<file path="config.mk">
export PLATFORM = sky130hd
export DESIGN_NAME = ring_fifo_with_overflow_policy
export DESIGN_NICKNAME = d
export VERILOG_FILES = /design/src/rtl/rfifo_pkg.sv /design/src/rtl/rfifo_ram.sv /design/src/rtl/ring_fifo_with_overflow_policy.sv
export VERILOG_INCLUDE_DIRS = /design/src /design/src/rtl
export SDC_FILE = /design/constraint.sdc
export NUM_CORES = 2
export LEC_CHECK = 0
export BUFFER_PORTS_ARGS = -buffer_cell sky130_fd_sc_hd__buf_2
export CAP_MARGIN = 25
export CORE_AREA = 2 2 484 582
export DETAILED_ROUTE_END_ITERATION = 8
export DIE_AREA = 0 0 486 584
export GPL_TIMING_DRIVEN = 0
export PLACE_DENSITY = 0.49
export SLEW_MARGIN = 5
export SYNTH_ARGS = -nofsm -noshare
export SYNTH_HDL_FRONTEND = slang
export SYNTH_HIERARCHICAL = 1
export SYNTH_SLANG_ARGS = --single-unit
</file>
<file path="constraint.sdc">
create_clock -name clock -period 6.6 [get_ports clock]
set_clock_uncertainty 0.15 [all_clocks]
set_input_delay 0.99 -clock clock [delete_from_list [all_inputs] [get_ports clock]]
set_output_delay 0.99 -clock clock [all_outputs]
set_load 0.02 [all_outputs]
</file>
<file path="src/rtl/ring_fifo_with_overflow_policy_macros.svh">
// Assertion macros shared by the ring FIFO RTL.
`ifndef RING_FIFO_WITH_OVERFLOW_POLICY_MACROS_SVH
`define RING_FIFO_WITH_OVERFLOW_POLICY_MACROS_SVH

// Same-cycle implication, disabled in reset.
`define RFIFO_ASSERT_NOW(label, clk, rst, ante, cons, msg) \
   label: assert property (@(posedge clk) disable iff (rst) (ante) |-> (cons)) \
      else $error(msg);

// Next-cycle implication, disabled in reset.
`define RFIFO_ASSERT_NEXT(label, clk, rst, ante, cons, msg) \
   label: assert property (@(posedge clk) disable iff (rst) (ante) |=> (cons)) \
      else $error(msg);

`endif

</file>
<file path="src/rtl/rfifo_pkg.sv">
// Shared constants and types for the ring FIFO.
package rfifo_pkg;

   localparam int DEPTH_DEFAULT     = 64;
   localparam int ITEM_BITS_DEFAULT = 32;
   localparam int DATA_W            = 32;
   localparam int MODE_W            = 2;
   localparam int STATUS_W          = 2;

   // request opcodes; the fourth code is a no-op
   localparam logic [MODE_W-1:0] MODE_PUSH   = 2'd0;
   localparam logic [MODE_W-1:0] MODE_POP    = 2'd1;
   localparam logic [MODE_W-1:0] MODE_CLEAR  = 2'd2;
   localparam logic [MODE_W-1:0] MODE_UNUSED = 2'd3;

   // csr register indexes
   localparam logic CSR_POLICY   = 1'b0;
   localparam logic CSR_CAPACITY = 1'b1;

   // overflow policy values
   localparam logic POLICY_DROP_NEW = 1'b0;
   localparam logic POLICY_DROP_OLD = 1'b1;

   typedef enum logic [STATUS_W-1:0] {
      STATUS_OK          = 2'd0,
      STATUS_NEW_DROPPED = 2'd1,
      STATUS_OLD_DROPPED = 2'd2,
      STATUS_POP_EMPTY   = 2'd3
   } status_type;

endpackage

</file>
<file path="src/rtl/rfifo_ram.sv">
// Generic single-write, single-read RAM with registered read data.
module rfifo_ram #(
   parameter int WIDTH = 32,
   parameter int DEPTH = 64
) (
   input  logic                     clock,
   input  logic                     wr_en,
   input  logic [$clog2(DEPTH)-1:0] wr_addr,
   input  logic [WIDTH-1:0]         wr_data,
   input  logic                     rd_en,
   input  logic [$clog2(DEPTH)-1:0] rd_addr,
   output logic [WIDTH-1:0]         rd_data
);

   logic [WIDTH-1:0] mem_ff [DEPTH];
   logic [WIDTH-1:0] rd_data_ff;

   always_ff @(posedge clock) begin
      if (wr_en) begin
         mem_ff[wr_addr] <= wr_data;
      end
      if (rd_en) begin
         rd_data_ff <= mem_ff[rd_addr];
      end
   end

   assign rd_data = rd_data_ff;

endmodule

</file>
<file path="src/rtl/ring_fifo_with_overflow_policy.sv">
// Ring FIFO top level: pointers, count, overflow policy and response stages.
//
//   channel | direction | handshake            | payload
//   req     | in        | req_valid/req_ready  | req_mode, req_push_data
//   rsp     | out       | rsp_valid/rsp_ready  | rsp_pop_data, rsp_status, rsp_fill_count
//   csr     | in        | csr_we (no wait)     | csr_index, csr_wdata
//
// One request per cycle sustained while rsp_ready stays high. The item store is a
// RAM with a registered read, so popped data is ready in the cycle after the
// request is taken, and a second register holds the finished response.
// Pointers and count update at the accept edge, so back-to-back requests
// never see stale state and a pop right after a push reads the new entry.
// Synchronous active-high reset clears pointers, count and both registers
// (policy drop-newest, capacity DEPTH); the store itself is not cleared.
// A stalled response holds the output register; one more request is still
// taken into the read stage, after which req_ready drops.
module ring_fifo_with_overflow_policy
   import rfifo_pkg::*;
#(
   parameter int DEPTH     = DEPTH_DEFAULT,
   parameter int ITEM_BITS = ITEM_BITS_DEFAULT
) (
   input  logic                             clock,
   input  logic                             reset,
   // request channel
   input  logic                             req_valid,
   output logic                             req_ready,
   input  logic [MODE_W-1:0]                req_mode,
   input  logic [DATA_W-1:0]                req_push_data,
   // response channel
   output logic                             rsp_valid,
   input  logic                             rsp_ready,
   output logic [DATA_W-1:0]                rsp_pop_data,
   output logic [STATUS_W-1:0]              rsp_status,
   output logic [$clog2(DEPTH+1)-1:0]       rsp_fill_count,
   // configuration port
   input  logic                             csr_we,
   input  logic                             csr_index,
   input  logic [$clog2(DEPTH+1)-1:0]       csr_wdata
);

`include "ring_fifo_with_overflow_policy_macros.svh"

   localparam int PTR_W = $clog2(DEPTH);
   localparam int CAP_W = $clog2(DEPTH + 1);

   // --- configuration ---
   logic             policy_ff;
   logic [CAP_W-1:0] capacity_ff;

   // --- queue state ---
   logic [PTR_W-1:0] rd_ptr_ff, rd_ptr_in;
   logic [PTR_W-1:0] wr_ptr_ff, wr_ptr_in;
   logic [CAP_W-1:0] count_ff, count_in;

   // --- read stage (waits on RAM data) ---
   logic             s1_valid_ff;
   logic             s1_pop_ff, s1_pop_in;
   status_type       s1_status_ff, s1_status_in;
   logic [CAP_W-1:0] s1_fill_ff;

   // --- output register ---
   logic              out_valid_ff;
   logic [DATA_W-1:0] out_data_ff;
   status_type        out_status_ff;
   logic [CAP_W-1:0]  out_fill_ff;

   logic               req_accept;
   logic               s1_move;
   logic [CAP_W-1:0]   cap_eff;
   logic               full;
   logic               ram_we;
   logic               ram_re;
   logic [ITEM_BITS-1:0] ram_wdata;
   logic [ITEM_BITS-1:0] ram_rdata;

   // step a pointer, wrapping once it reaches the capacity in use
   function automatic logic [PTR_W-1:0] ptr_advance(input logic [PTR_W-1:0] p,
                                                    input logic [CAP_W-1:0] cap);
      logic [CAP_W-1:0] nxt;
      nxt = CAP_W'(p) + CAP_W'(1);
      return (nxt >= cap) ? '0 : nxt[PTR_W-1:0];
   endfunction

   // handshakes: read stage drains into the output register when it is free
   assign s1_move    = s1_valid_ff && (!out_valid_ff || rsp_ready);
   assign req_ready  = !s1_valid_ff || s1_move;
   assign req_accept = req_valid && req_ready;

   // capacity clamp: zero acts as one, anything above DEPTH acts as DEPTH
   always_comb begin
      if (capacity_ff == '0) begin
         cap_eff = CAP_W'(1);
      end else if (capacity_ff > CAP_W'(DEPTH)) begin
         cap_eff = CAP_W'(DEPTH);
      end else begin
         cap_eff = capacity_ff;
      end
   end

   assign full = (count_ff >= cap_eff);

   // operation decode and next state
   always_comb begin
      rd_ptr_in    = rd_ptr_ff;
      wr_ptr_in    = wr_ptr_ff;
      count_in     = count_ff;
      s1_pop_in    = 1'b0;
      s1_status_in = STATUS_OK;
      ram_we       = 1'b0;
      ram_re       = 1'b0;
      if (req_accept) begin
         unique case (req_mode)
            MODE_PUSH: begin
               if (full && (policy_ff == POLICY_DROP_NEW)) begin
                  s1_status_in = STATUS_NEW_DROPPED;
               end else begin
                  ram_we    = 1'b1;
                  wr_ptr_in = ptr_advance(wr_ptr_ff, cap_eff);
                  if (full) begin
                     // evict the oldest entry; count stays put
                     rd_ptr_in    = ptr_advance(rd_ptr_ff, cap_eff);
                     s1_status_in = STATUS_OLD_DROPPED;
                  end else begin
                     count_in = count_ff + CAP_W'(1);
                  end
               end
            end
            MODE_POP: begin
               if (count_ff == '0) begin
                  s1_status_in = STATUS_POP_EMPTY;
               end else begin
                  ram_re    = 1'b1;
                  s1_pop_in = 1'b1;
                  rd_ptr_in = ptr_advance(rd_ptr_ff, cap_eff);
                  count_in  = count_ff - CAP_W'(1);
               end
            end
            MODE_CLEAR: begin
               rd_ptr_in = '0;
               wr_ptr_in = '0;
               count_in  = '0;
            end
            default: begin
               // unused opcode: no operation
            end
         endcase
      end
   end

   assign ram_wdata = ITEM_BITS'(req_push_data);

   rfifo_ram #(
      .WIDTH (ITEM_BITS),
      .DEPTH (DEPTH)
   ) u_store (
      .clock   (clock),
      .wr_en   (ram_we),
      .wr_addr (wr_ptr_ff),
      .wr_data (ram_wdata),
      .rd_en   (ram_re),
      .rd_addr (rd_ptr_ff),
      .rd_data (ram_rdata)
   );

   // configuration and queue control state
   always_ff @(posedge clock) begin
      if (reset) begin
         policy_ff   <= POLICY_DROP_NEW;
         capacity_ff <= CAP_W'(DEPTH);
         rd_ptr_ff   <= '0;
         wr_ptr_ff   <= '0;
         count_ff    <= '0;
      end else begin
         if (csr_we) begin
            unique case (csr_index)
               CSR_POLICY:   policy_ff   <= csr_wdata[0];
               CSR_CAPACITY: capacity_ff <= csr_wdata;
               default:      ;
            endcase
         end
         rd_ptr_ff <= rd_ptr_in;
         wr_ptr_ff <= wr_ptr_in;
         count_ff  <= count_in;
      end
   end

   // response pipeline valids
   always_ff @(posedge clock) begin
      if (reset) begin
         s1_valid_ff  <= 1'b0;
         out_valid_ff <= 1'b0;
      end else begin
         if (req_accept) begin
            s1_valid_ff <= 1'b1;
         end else if (s1_move) begin
            s1_valid_ff <= 1'b0;
         end
         if (s1_move) begin
            out_valid_ff <= 1'b1;
         end else if (rsp_ready) begin
            out_valid_ff <= 1'b0;
         end
      end
   end

   // response payloads; RAM data is stable while the read stage holds
   always_ff @(posedge clock) begin
      if (req_accept) begin
         s1_pop_ff    <= s1_pop_in;
         s1_status_ff <= s1_status_in;
         s1_fill_ff   <= count_in;
      end
      if (s1_move) begin
         out_data_ff   <= s1_pop_ff ? DATA_W'(ram_rdata) : '0;
         out_status_ff <= s1_status_ff;
         out_fill_ff   <= s1_fill_ff;
      end
   end

   assign rsp_valid      = out_valid_ff;
   assign rsp_pop_data   = out_data_ff;
   assign rsp_status     = out_status_ff;
   assign rsp_fill_count = out_fill_ff;

   // --- checks ---
   `RFIFO_ASSERT_NOW(a_count_bound, clock, reset, 1'b1,
      count_ff <= CAP_W'(DEPTH), "item count above store depth")

   `RFIFO_ASSERT_NOW(a_empty_pop_fill, clock, reset,
      out_valid_ff && (out_status_ff == STATUS_POP_EMPTY),
      (out_fill_ff == '0) && (out_data_ff == '0), "empty pop reports held items")

   `RFIFO_ASSERT_NEXT(a_pop_decrements, clock, reset,
      req_accept && (req_mode == MODE_POP) && (count_ff != '0),
      count_ff == $past(count_ff) - CAP_W'(1), "pop did not lower the count")

   `RFIFO_ASSERT_NEXT(a_clear_resets, clock, reset,
      req_accept && (req_mode == MODE_CLEAR),
      (rd_ptr_ff == '0) && (wr_ptr_ff == '0) && (count_ff == '0),
      "clear left queue state behind")

endmodule

</file>
; ---- Word level (Yosys, flattened, before mapping)
; Memory sizes are Yosys's and may differ from the RTL's. A register that Yosys moved wholly into a read port is not among the register bits.
; Index checks and enable logic that the tools add are counted.
[word_totals]
register_bits = 80
ram_bits = 2048
input_bits = 47
output_inout_bits = 43
n_memories = 1
[mem_list]
columns = memory, words, word_bits, rd, rd_clocked_by_memory_dff, write_ports, line_no
row1 = u_store.mem_ff, 64, 32, 1, 1, 1, rfifo_ram.sv:15  ; logic [WIDTH-1:0] mem_ff [DEPTH];
[op_classes]
addsub = 4
n_lt_le_gt_ge = 4
eq_ne = 5
n_mux = 31
bitwise_logic = 2
reduce_logical = 18
[op_table]
columns = cell, count
row1 = two-way mux 7 bit, 6
row2 = two-way mux 6 bit, 6
row3 = >= comparator 7 bit, 3
row4 = one-hot mux 7 bit (3 select lines), 1
row5 = one-hot mux 6 bit (3 select lines), 1
row6 = "adder 6 x 1 -> 7 bit, second input constant", 2
row7 = logical NOT 7 bit, 2
row8 = two-way mux 1 bit, 12
row9 = one-hot mux 6 bit (2 select lines), 1
row10 = "adder 7 x 1 -> 7 bit, second input constant", 1
row11 = "> comparator 7 bit, second input constant", 1
row12 = "subtractor 7 x 1 -> 7 bit, second input constant", 1
row13 = two-way mux 2 bit, 3
row14 = "inequality test 2 bit, second input constant", 3
row15 = nonzero test 2 bit, 3
row16 = AND reduction 5 bit, 1
row17 = one-hot mux 2 bit (2 select lines), 1
row18 = AND reduction 2 bit, 2
row19 = logical AND 1 bit, 3
row20 = AND reduction 3 bit, 1
row21 = nonzero test 3 bit, 1
row22 = "== test 2 x 1 -> 1 bit, second input constant", 1
row23 = "== test 2 bit, second input constant", 1
row24 = logical NOT 1 bit, 2
row25 = other kinds (3), 5

; ---- Logic depth before layout (Yosys ltp)
[depth]
word_depth = 10
ltp_mapped = 11
depth_no_buf = 11

; ---- Modules after synthesis
; The synthesis kept the hierarchy.
[modules_own_cells]
columns = module, instances, cells_per_inst, area_per_inst_um2, seq_area_each_um2
row1 = rfifo_ram, 1, 3324, 78835.6, 62459.9
row2 = ring_fifo_with_overflow_policy, 1, 391, 4139.0, 2112.0

; ---- Worst setup path before layout
; Ideal clock, no wire load.
[synth_timing]
path_type = input to register
start = in req_mode[0]
end = mem u_store.mem_ff[48][0] (enable)
setup_ns = 0.461
arrival_time_ns = 4.466
t_required_ns = 5.989
slack_ns = 1.523
path_stages = 7
path_cell_list = clkbuf_1 -> nor2_1 -> nand3_1 -> a21oi_1 -> nor2b_1 -> nand4b_1 -> nor3_1
[synth_via]
elab_chain_len = 5
[synth_lines]
columns = item, line_no
row1 = start: declaration, ring_fifo_with_overflow_policy.sv:28  ; input logic [MODE_W-1:0] req_mode,
row2 = logical NOT 2 bit, ring_fifo_with_overflow_policy.sv:113  ; unique case (req_mode)
row3 = two-way mux 1 bit, ring_fifo_with_overflow_policy.sv:113
row4 = two-way mux 1 bit, ring_fifo_with_overflow_policy.sv:112  ; if (req_accept) begin
row5 = via ram_we, ring_fifo_with_overflow_policy.sv:72  ; logic ram_we;
row6 = two-way mux 1 bit, rfifo_ram.sv:19  ; if (wr_en) begin
row7 = two-way mux 1 bit (implied by the code), rfifo_ram.sv:20  ; mem_ff[wr_addr] <= wr_data;
row8 = end: declaration, rfifo_ram.sv:15
; The timed path passes the listed nets, and every way through them passes these cells.

; ---- Worst setup path in the final report
[layout_timing]
start = reg capacity_ff[1]
end = mem u_store.mem_ff[46][13] (enable)
[layout_via]
elab_chain_len = 10
elab_cells_between_ends = 11
cone_classes = order compare: 2 / mux: 7 / reduce/logical: 2
[layout_lines]
columns = item, line_no
row1 = start: declaration, ring_fifo_with_overflow_policy.sv:49  ; logic [CAP_W-1:0] capacity_ff;
row2 = start signal: assignment, ring_fifo_with_overflow_policy.sv:170  ; capacity_ff <= CAP_W'(DEPTH);
row3 = start signal: assignment, ring_fifo_with_overflow_policy.sv:178  ; CSR_CAPACITY: capacity_ff <= csr_wdata;
row4 = > comparator 7 bit, ring_fifo_with_overflow_policy.sv:94  ; end else if (capacity_ff > CAP_W'(DEPTH)) begin
row5 = two-way mux 7 bit, ring_fifo_with_overflow_policy.sv:94
row6 = two-way mux 7 bit (*), ring_fifo_with_overflow_policy.sv:92  ; if (capacity_ff == '0) begin
row7 = >= comparator 7 bit (*), ring_fifo_with_overflow_policy.sv:101  ; assign full = (count_ff >= cap_eff);
row8 = logical AND 1 bit (*), ring_fifo_with_overflow_policy.sv:115  ; if (full && (policy_ff == POLICY_DROP_NEW)) begin
row9 = two-way mux 1 bit (*), ring_fifo_with_overflow_policy.sv:115
row10 = two-way mux 1 bit (*), ring_fifo_with_overflow_policy.sv:113
row11 = two-way mux 1 bit (*), ring_fifo_with_overflow_policy.sv:112
row12 = via ram_we, ring_fifo_with_overflow_policy.sv:72
row13 = two-way mux 1 bit (*), rfifo_ram.sv:19
row14 = two-way mux 1 bit (implied by the code) (*), rfifo_ram.sv:20
; The timed path passes the listed nets; every way through them passes the cells marked *.

==> results.cfg <==
[timing]
max_clock_freq_mhz = 182.7
hold_viol_final = 0
layout_min_cycle_time_ns = 5.473
slew_headroom_pct = 25.22
finalMaxSlewViolations = 0
finalSetupTns_ns = 0
min_period_over_period_pct = 82.92
rsz0062_at_grt = no
fin_ws_ns = 1.127
setup_viol = 0
worstMarginPinSlew_ns = 1.122

[place]
place_inst = 7588
place_worst_setup_slack_ns = 1.072
dp_hpwl_um = 186200
placed_area_sq_um = 91360
place_congestion = 0.8617
port_buffers = 87

[cts]
post_cts_buffers = 0
cts_tree = done
htree_levels = 4
ctsResizeCount = 0
postCtsHoldBufs = 0
cts_buffers = 217
clockRootBuffer = clkbuf_16
insertion_delay_ns = 0.89
cts.sinks = 2160
clkTransAtPathRegs_ns = 0.07
clockBufferDepth = 4

[detailed_routing]
drt_iter0_drc = 5170
vias_per_cell = 5.289
post_drt_wl_per_cell_um = 34.17
finalWirelength_um = 272700
num_vias = 42200
drtAntennaViolNets = 0
drc_errors = 0
drt_pass1_iterations = 8

[synthesis]
async_reset_ff_share_pct = 0
postSynthCellCount = 3715
synthSimpleGateAreaFrac_pct = 2.275
synth.cell_area_sq_um = 82970
synth_edf_count = 2131
synth.distinct_cells = 75
synth_adder_area_share_pct = 0.3770
synthXorXnorAreaFrac_pct = 0.1056
synth_compound_area_share_pct = 2.313
syn_avg_cell_area_sq_um = 22.34
synthFlopType = edfxtp_1
syn_nets = 3787
synth_top_family_by_area = multiplexers
ys_ff_latch = 2160
yosysWarnings = 6
synth_mux_area_share_pct = 15.90
synth-seq-area-share_pct = 77.82

[min_path]
hp-class = primary input to register
hold_end = capacity_ff[3]
hold_depth = 3
hp-start = csr_wdata[3]

[floorplan]
die_h_um = 584
start_util_pct = 29.88
fp.dieArea_sq_um = 283800
die_w_um = 486
core_region_area_sq_um = 277700
num_rows = 212
io_pins = 90

[setup_path]
reg2reg_setup_slack_ns = 1.13
setup.worst_path.start_class = register
cp_max_fo = 17
crit_arrival_ns = 5.84
ff2ff_path_depth = 12
criticalPathCategory = register to register
crit_required_ns = 6.96
r2r-start = capacity_ff[1]
reg2reg_to = u_store/mem_ff[46][13]
worstSetupEndpointType = register

[power]
power_mw = 28.08
p_seq_share_pct = 53.8
swShare_pct = 21.70
peakVddDrop_mv = 0.2168
internal_power_mw = 21.99
powerDensity_nw_per_um2 = 286.5
p_sw_mw = 6.094
pwr-share-clk_pct = 41.7
p_leak_nw = 29.46
p_comb_share_pct = 4.5

[layout]
nets = 4247
fill_cells = 25380
instances_no_fill = 7979
final_cell_area_sq_um = 98030
area_growth_pct = 18.15
drive_gt1_share_pct = 29.05

[run]
max_cap_viol_count = 0

[global_route]
grt.met2_usage_pct = 33.00
grtUsageMet3_pct = 2.923
busiest_layer = met2
track_usage_pct = 18.93
grt_pass1_vias = 42419
antenna_found_initial = 25
grt_max_degree = 65
grt_util_met1_pct = 23.17
grt_pass1_wl_um = 367200
overflow = 0

[status]
status = complete, no violations
[cell type report]
type	count	area (sq um)	area share, %
repair buffers	241	3442	3.511
flip-flops and latches	2160	64570	65.87
inverters	14	57.56	0.05871
diodes	3	7.507	0.007658
well taps	3638	4552	4.643
plain buffers	197	958.4	0.9777
clock buffers	259	5609	5.722
clock inverters	123	938.4	0.9572
multi-input cells	1344	17890	18.25
[flip-flops by register name, indices dropped and copies added (netlist names)]
name and count:
wr_ptr_ff 6, u_store/rd_data 32, rsp_fill_count 7, rsp_valid 1, policy_ff 1, rsp_status 2
s1_status_ff 2, count_ff 7, rd_ptr_ff 6, rsp_pop_data 32, s1_pop_ff 1, u_store/mem_ff 2048
capacity_ff 7, s1_valid_ff 1, s1_fill_ff 7
[layer usage]
metal | wire length (um) | vias up | part of all wire, %
met1 | 103200 | 23276 | 38
li1 | - | 16714 | -
met4 | 13930 | 6 | 5.1
met2 | 138300 | 1745 | 51
met5 | 47 | - | 0.017
met3 | 17160 | 459 | 6.3
[Yosys cell counts (22+ instances only)]
master    count  area, sq um
and2_1       37        231.5
nor2_1      162        608.1
buf_2        58        290.3
dfxtp_1      29        580.6
a21oi_1      80        400.4
ha_1         25        312.8
buf_4        25        187.7
buf_1        22        82.58
nand3_1      30        150.1
clkbuf_1     86        322.8
nand2_1      59        221.5
o221ai_1     29        254.0
mux2i_1      94        940.9
mux4_2      544        12250
o22ai_1      84        525.5
edfxtp_1   2131        63990
[worst max-delay path, cell delays in order, from the launching register on]
cell and delay, ns:
dfxtp_1 0.33, nor3_1 0.18, a21oi_1 0.09, nor2_1 0.29
ha_1 0.30, nor2b_1 0.12, o21ai_1 0.22, a21o_1 0.30
a21oi_1 0.84, nor2b_1 0.36, nand3_1 0.65, nor2_4 0.95
buf_12 0.27
[placed cells by master (no fill, tap or decap), types with 12 or more instances in the layout]
master | Yosys | layout
a21oi_1 | 80 | 80
nor3_1 | 17 | 15
buf_4 | 25 | 43
nand2_1 | 59 | 59
edfxtp_1 | 2131 | 2131
clkbuf_1 | 86 | 119
o221ai_1 | 29 | 29
clkbuf_16 | 0 | 218
buf_12 | 0 | 92
buf_1 | 22 | 19
mux4_2 | 544 | 544
o22ai_1 | 84 | 84
clkinv_2 | 0 | 48
dfxtp_1 | 29 | 29
nor2_4 | 0 | 63
inv_1 | 12 | 12
buf_2 | 58 | 135
mux2i_1 | 94 | 94
buf_16 | 0 | 23
and2_1 | 37 | 37
buf_8 | 0 | 21
clkinv_1 | 1 | 49
nand3_1 | 30 | 30
nor2b_1 | 18 | 18
nor2_1 | 162 | 99
a22oi_1 | 15 | 15
ha_1 | 25 | 25
buf_6 | 5 | 18
[kinds of logic after synthesis]
group | count (synthesis)
compound gates | 281
xor+xnor | 10
fa+ha+maj | 25
buf+inv | 211
flops | 2160
mux | 638
simple gates | 390
[worst max path at each step]
stage / slack [ns] / depth (start not counted) / to / from
6_report: 1.13 / 12 / u_store/mem_ff[46][13] / capacity_ff[1]
5_1_grt: 0.94 / 12 / u_store/mem_ff[30][16] / capacity_ff[1]
4_1_cts: 1.23 / 12 / u_store/mem_ff[14][30] / capacity_ff[1]
3_5_place_dp: 1.07 / 9 / u_store/mem_ff[30][11] / req_mode[0]
3_3_place_gp: -3.59 / 8 / u_store/mem_ff[48][22] / req_mode[0]
2_1_floorplan: 1.52 / 7 / u_store/mem_ff[48][0] / req_mode[0]
[through the flow]
step,utilization [%],hold slack [ns]
CTS,35.25,0.1792
global route,35.30,0.2289
finish,35.30,0.2419
floorplan,-,0.2503
detailed placement,32.90,0.2545
global placement,31.67,0.2505
[power groups by stage]
| stage | sequential (mW) | combinational [mW] | clock, mW |
|---|---|---|---|
| 4_1_cts | 15.1 | 1.28 | 11.9 |
| 3_3_place_gp | 15.4 | 1.20 | 0 |
| 6_report | 15.1 | 1.26 | 11.7 |
| 2_1_floorplan | 15.4 | 0.602 | 0 |
| 3_5_place_dp | 15.4 | 1.27 | 0 |
| 5_1_grt | 15.1 | 1.33 | 12.4 |
Power figures use the tool's default switching activity.
